**config.mk**
```make
export PLATFORM = sky130hd
export DESIGN_NAME = ota_box_compare
export DESIGN_NICKNAME = d
export VERILOG_FILES = /design/src/design/ota_pkg.sv /design/src/design/ota_box_compare.sv
export SDC_FILE = /design/constraint.sdc
export NUM_CORES = 2
export LEC_CHECK = 0
export BUFFER_PORTS_ARGS = -buffer_cell sky130_fd_sc_hd__buf_2
export CELL_PAD_IN_SITES_DETAIL_PLACEMENT = 2
export CELL_PAD_IN_SITES_GLOBAL_PLACEMENT = 2
export CORE_UTILIZATION = 42
export CTS_CLUSTER_DIAMETER = 120
export DETAILED_ROUTE_END_ITERATION = 8
export PLACE_DENSITY = 0.81
export RECOVER_POWER = 25
export SETUP_SLACK_MARGIN = 0.15
export SLEW_MARGIN = 10
export SYNTH_ARGS = -nofsm -noshare
export SYNTH_HDL_FRONTEND = slang
export SYNTH_SLANG_ARGS = --single-unit
```
**constraint.sdc**
```tcl
create_clock -name clk -period 7 [get_ports clk]
set_input_delay 0 -clock clk [delete_from_list [all_inputs] [get_ports clk]]
set_output_delay 0 -clock clk [all_outputs]
set_load 0.02 [all_outputs]
```
**src/design/ota_pkg.sv**
```systemverilog
// ----------------------------------------------------------------------------
// ota_pkg: shared types and constants for overlap track association.
// Holds table sizes, box layout and the sequencer state type.
// ----------------------------------------------------------------------------
package ota_pkg;

    localparam int MAX_TRACKS = 64;
    localparam int COORD_BITS = 12;
    localparam int SIZE_BITS  = COORD_BITS + 1;
    localparam int IDX_BITS   = $clog2(MAX_TRACKS);
    localparam int CNT_BITS   = $clog2(MAX_TRACKS + 1);
    localparam int EDGE_BITS  = COORD_BITS + 2;
    localparam int AREA_BITS  = 2 * SIZE_BITS;
    localparam int FRAC_BITS  = 9;
    localparam int PROD_BITS  = AREA_BITS + FRAC_BITS;
    localparam int OUT_IDX_BITS = 6;
    localparam logic [FRAC_BITS-1:0] FRAC_RESET = 9'd128;
    localparam int REG_MATCH_FRACTION = 0;

    typedef struct packed {
        logic [COORD_BITS-1:0] left;
        logic [COORD_BITS-1:0] top;
        logic [SIZE_BITS-1:0]  width;
        logic [SIZE_BITS-1:0]  height;
    } box_t;

    typedef enum logic [2:0] {
        ST_IDLE,
        ST_READ,
        ST_EDGE,
        ST_MULT,
        ST_SCALE,
        ST_CMP,
        ST_DONE
    } state_t;

endpackage

```
**src/design/ota_box_compare.sv**
```systemverilog
// ----------------------------------------------------------------------------
// ota_box_compare: pipelined overlap test of two boxes.
// Three register stages: the overlap extent, the areas, then the scaled compare.
// ----------------------------------------------------------------------------
module ota_box_compare (
    input  logic                          clk,
    input  ota_pkg::box_t                 box_a,
    input  ota_pkg::box_t                 box_b,
    input  logic [ota_pkg::FRAC_BITS-1:0] fraction,
    output logic                          match
);
    import ota_pkg::*;

    logic [EDGE_BITS-1:0] ra, rb, ba, bb, x1, y1, x0, y0;
    logic [SIZE_BITS-1:0] dx_next, dy_next, dx_reg, dy_reg;
    logic [SIZE_BITS-1:0] wa_reg, ha_reg, wb_reg, hb_reg;
    logic [AREA_BITS-1:0] ov_reg, aa_reg, ab_reg;
    logic [PROD_BITS-1:0] ov_s, pa, pb;
    logic [FRAC_BITS-1:0] frac_reg;
    logic [FRAC_BITS-1:0] frac2_reg;

    // Stage one: intersection extent with the smaller right and bottom edge.
    always_comb
    begin
        ra = EDGE_BITS'(box_a.left) + EDGE_BITS'(box_a.width);
        rb = EDGE_BITS'(box_b.left) + EDGE_BITS'(box_b.width);
        ba = EDGE_BITS'(box_a.top) + EDGE_BITS'(box_a.height);
        bb = EDGE_BITS'(box_b.top) + EDGE_BITS'(box_b.height);
        x1 = (ra < rb) ? ra : rb;
        y1 = (ba < bb) ? ba : bb;
        x0 = (box_a.left > box_b.left) ? EDGE_BITS'(box_a.left) : EDGE_BITS'(box_b.left);
        y0 = (box_a.top > box_b.top) ? EDGE_BITS'(box_a.top) : EDGE_BITS'(box_b.top);
        dx_next = (x1 > x0) ? SIZE_BITS'(x1 - x0) : '0;
        dy_next = (y1 > y0) ? SIZE_BITS'(y1 - y0) : '0;
    end

    always_ff @(posedge clk)
    begin
        dx_reg   <= dx_next;
        dy_reg   <= dy_next;
        wa_reg   <= box_a.width;
        ha_reg   <= box_a.height;
        wb_reg   <= box_b.width;
        hb_reg   <= box_b.height;
        frac_reg <= fraction;
        // Stage two: the three areas.
        ov_reg <= AREA_BITS'(dx_reg) * AREA_BITS'(dy_reg);
        aa_reg <= AREA_BITS'(wa_reg) * AREA_BITS'(ha_reg);
        ab_reg <= AREA_BITS'(wb_reg) * AREA_BITS'(hb_reg);
    end

    // Stage three: scale the areas by the fraction and compare.
    always_ff @(posedge clk)
    begin
        frac2_reg <= frac_reg;
    end

    always_comb
    begin
        ov_s = PROD_BITS'(ov_reg) << 8;
        pa   = PROD_BITS'(aa_reg) * PROD_BITS'(frac2_reg);
        pb   = PROD_BITS'(ab_reg) * PROD_BITS'(frac2_reg);
    end

    always_ff @(posedge clk)
    begin
        match <= (ov_s > pa) || (ov_s > pb);
    end

endmodule

```
==> impl_results.md <==
* Outcome: completed
* Average size of a mapped cell at roughly 9 um2
* Setup crit start kind: flip-flop
* Layout cell share with drive strength beyond 1 at 4.75%
* Delay of the slowest cell on the worst path at ~550 ps
* CP arrival at 7160 ps
* Hold Path Cell Cnt at 4
* Post-DRT Antenna Nets at 0
* Final WL at between 150 and 200 mm
* Largest net degree at the start of global routing at between 50 and 60
* Fill count at 10300
* Setup CP Type: flip-flop to flip-flop
* Synth top area share at 35.3%
* CP Max Fanout at 24
* Cell taking the most area after synthesis: fa_1
* Drt first pass iters at 5
* Seq cells post-synth at 175
* Die area at 96700 um2
* Layout Skew at roughly 18 ps
* Register-to-register setup slack at ~240 ps
* Via count at approximately 33000
* CP max-delay cell: fa_1
* Placed Cells at approximately 5800
* Dpl ws at -3.46 ps
* Final hold violations at 0
* EDFF count, synth at 0
* Final Max Tran Viols at 0
* RSZ-0062 raised after global routing: true
* Num CTS Buffers at 17
* Placed Instance Area at 42100 um2
* HPWL after detailed placement at 112 mm
* Worst slew margin at between 40% and 50%
* Fin nets at 5973
* P&R area growth vs syn at 8.70%
* Final Cell Area at 43600 um2
* Min Tclk post-route at 6760 ps
* Maximum root-to-sink buffer count at 2
* Port Buf Inserts at 110
* Synth area leaders: fa_1, ha_1, dfxtp_1
* Post-Synthesis Cells at around 4600
* Clk root buf: clkbuf_16
* Ys Warns at 0
* CP endpoint kind: flip-flop
* Worst hold-check path type: primary input to flip-flop
* Req. time, crit path at 7400 ps
* Die Span Y at between 300 and 400 um
* Worst-Skew Late Latency at 530 ps
* Initial drt markers at 1247
* WL per Instance at about 26 um
* Clock transition at path regs at 80 ps
* Depth of the CTS H-tree at 4
* Worst Tran Pin Value at 882 ps
* Row count at about 110
* Cell mode on critical path: fa_1
* Total of max-cap violations at 0
* Final setup margin at 240 ps
* Mapped cell area at 40100 um2
* Gr ovfl total at 0
* Final non-filler cell total at just under 6000
* Initial antenna violation count at 7
* CTS Sinks at 175
* Synth Flop Type: dfxtp_1
* Vias/cell at 5.54
* Sequential share of the synthesized area at 8.74%
* Asr flop ratio synth at 0%
* Netlist cell types at 74
* R2r worst-path depth at 28
* Syn nets at a little under 6000
* Global-route wire length before repair at roughly 230 mm
* Remaining DRCs at 0
* Part of the cycle the worst path needs at 96.6%
* TritonCTS clock tree: built
* Die width at 311 um
* Initial Util at 42.7%
* IO Pins at 111
* Vias in the first global route at 40000
* Max Freq at 148 MHz
* GP Congestion at 0.846
* # setup viols final at 0
* Core box area at 93900 um2
* Total GRT Usage at 31.5%
cells by family after synthesis:
| kind of cell | synth area share, % |
|---|---|
| AND/OR/NAND/NOR | 17.7 |
| adder cells (fa/ha/maj) | 50.8 |
| buffers and inverters | 9.59 |
| AO/OA/AOI/OAI | 8.65 |
| flip-flops | 8.74 |
| XOR/XNOR | 3.52 |
| multiplexers | 0.999 |
cell usage in the layout, fill, tap and decap left out, types with 14 or more instances in the layout:
| cell | netlist | final |
|---|---|---|
| mux2i_1 | 31 | 31 |
| clkbuf_1 | 141 | 35 |
| o21ai_1 | 18 | 20 |
| a21o_1 | 78 | 78 |
| and3_1 | 14 | 14 |
| xnor2_1 | 98 | 98 |
| o21a_1 | 36 | 36 |
| buf_2 | 2 | 75 |
| ha_1 | 497 | 496 |
| nand4_1 | 31 | 31 |
| and2_1 | 480 | 480 |
| clkbuf_16 | 0 | 21 |
| fa_1 | 707 | 707 |
| a211oi_1 | 29 | 29 |
| dlygate4sd3_1 | 0 | 62 |
| a211o_1 | 14 | 14 |
| inv_1 | 875 | 875 |
| xor2_1 | 63 | 62 |
| nor2_1 | 125 | 124 |
| dfxtp_1 | 175 | 168 |
| buf_4 | 1 | 44 |
| nand3_1 | 33 | 33 |
| nor3_1 | 43 | 41 |
| o21ai_0 | 95 | 90 |
| nor2b_1 | 31 | 31 |
| o21bai_1 | 18 | 18 |
| nand2b_1 | 24 | 24 |
| nand2_1 | 595 | 595 |
| a21oi_1 | 136 | 132 |
what timing repair did:
action / in CTS / in global routing
setup endpoints to repair: 1 / 25
pin swaps: 0 / 4
hold buffers: 62 / 0
hold endpoints to repair: 62 / 0
cloned: 0 / 4
gates resized for setup: 5 / 32
buffers inserted: 0 / 4
critical path: cells and delay by family, from the launching register on:
family / cells / cell delay (ps)
adders and majority gates: 6 / 2630
AOI/OAI and AO/OA: 13 / 2270
and+or+nand+nor: 3 / 540
buffers and inverters: 5 / 530
DFF: 1 / 420
xor gates and xnor gates: 1 / 190
per-layer routing:
| metal | share of wire (%) | track usage (%) | vias up |
|---|---|---|---|
| met5 | 0.013 | 0 | - |
| met4 | 5.3 | 15.8 | 2 |
| met3 | 3.4 | 3.96 | 410 |
| met2 | 52 | 57.1 | 846 |
| met1 | 39 | 36.2 | 17200 |
| li1 | - | - | 14400 |
Yosys cell counts (4+ instances only):
library cell  number
nand3_1           33
o211ai_1          13
buf_1              4
mux2_2             8
nand2b_1          24
nor2_1           125
clkbuf_1         141
or2_2             11
o31a_1             7
dfxtp_1          175
nand4_1           31
and3_1            14
a21oi_1          136
o22ai_1            4
o21ai_0           95
o2111ai_1         10
xnor2_1           98
xor2_1            63
nor2b_1           31
nor4_1             9
and4_1             4
o21bai_1          18
a211o_1           14
o21ai_1           18
inv_1            875
nand3b_1           4
a31oi_1           13
a21o_1            78
a2111o_1           4
a2111oi_0          6
mux2i_1           31
fa_1             707
nand2_1          595
o21a_1            36
nor3_1            43
a211oi_1          29
ha_1             497
and2_1           480
o31ai_1           10
or3_1             12
worst paths after layout:
path                                      to         start
worst max register to register         match  frac2_reg[1]
worst min-delay path               dx_reg[0]     box_a[38]
worst min register to register  frac2_reg[5]   frac_reg[5]
worst max-delay path                   match  frac2_reg[1]
per-stage QoR:
stage / hold WS (ps) / TNS, ps / util, %
global route: 44.6 / -74.5 / 46.4
floorplan: 27.7 / 0 / -
CTS: 7.85 / 0 / 46.2
detailed placement: 105 / -3.46 / 44.9
global placement: 103 / 0 / 44.9
finish: 40.7 / 0 / 46.4
layout make-up:
type / count / area [um2] / area share (%)
Multi-Input combinational cell: 3360 / 32900 / 75.4
Sequential cell: 175 / 3520 / 8.09
Inverter: 875 / 3280 / 7.54
Timing Repair Buffer: 230 / 1760 / 4.03
Tap cell: 1254 / 1570 / 3.60
Clock buffer: 17 / 425 / 0.976
Clock inverter: 15 / 148 / 0.339
Antenna cell: 3 / 7.51 / 0.0172
Power is not shown: default switching activity piles up to over one toggle a cycle in this logic, so the estimate is an artifact.
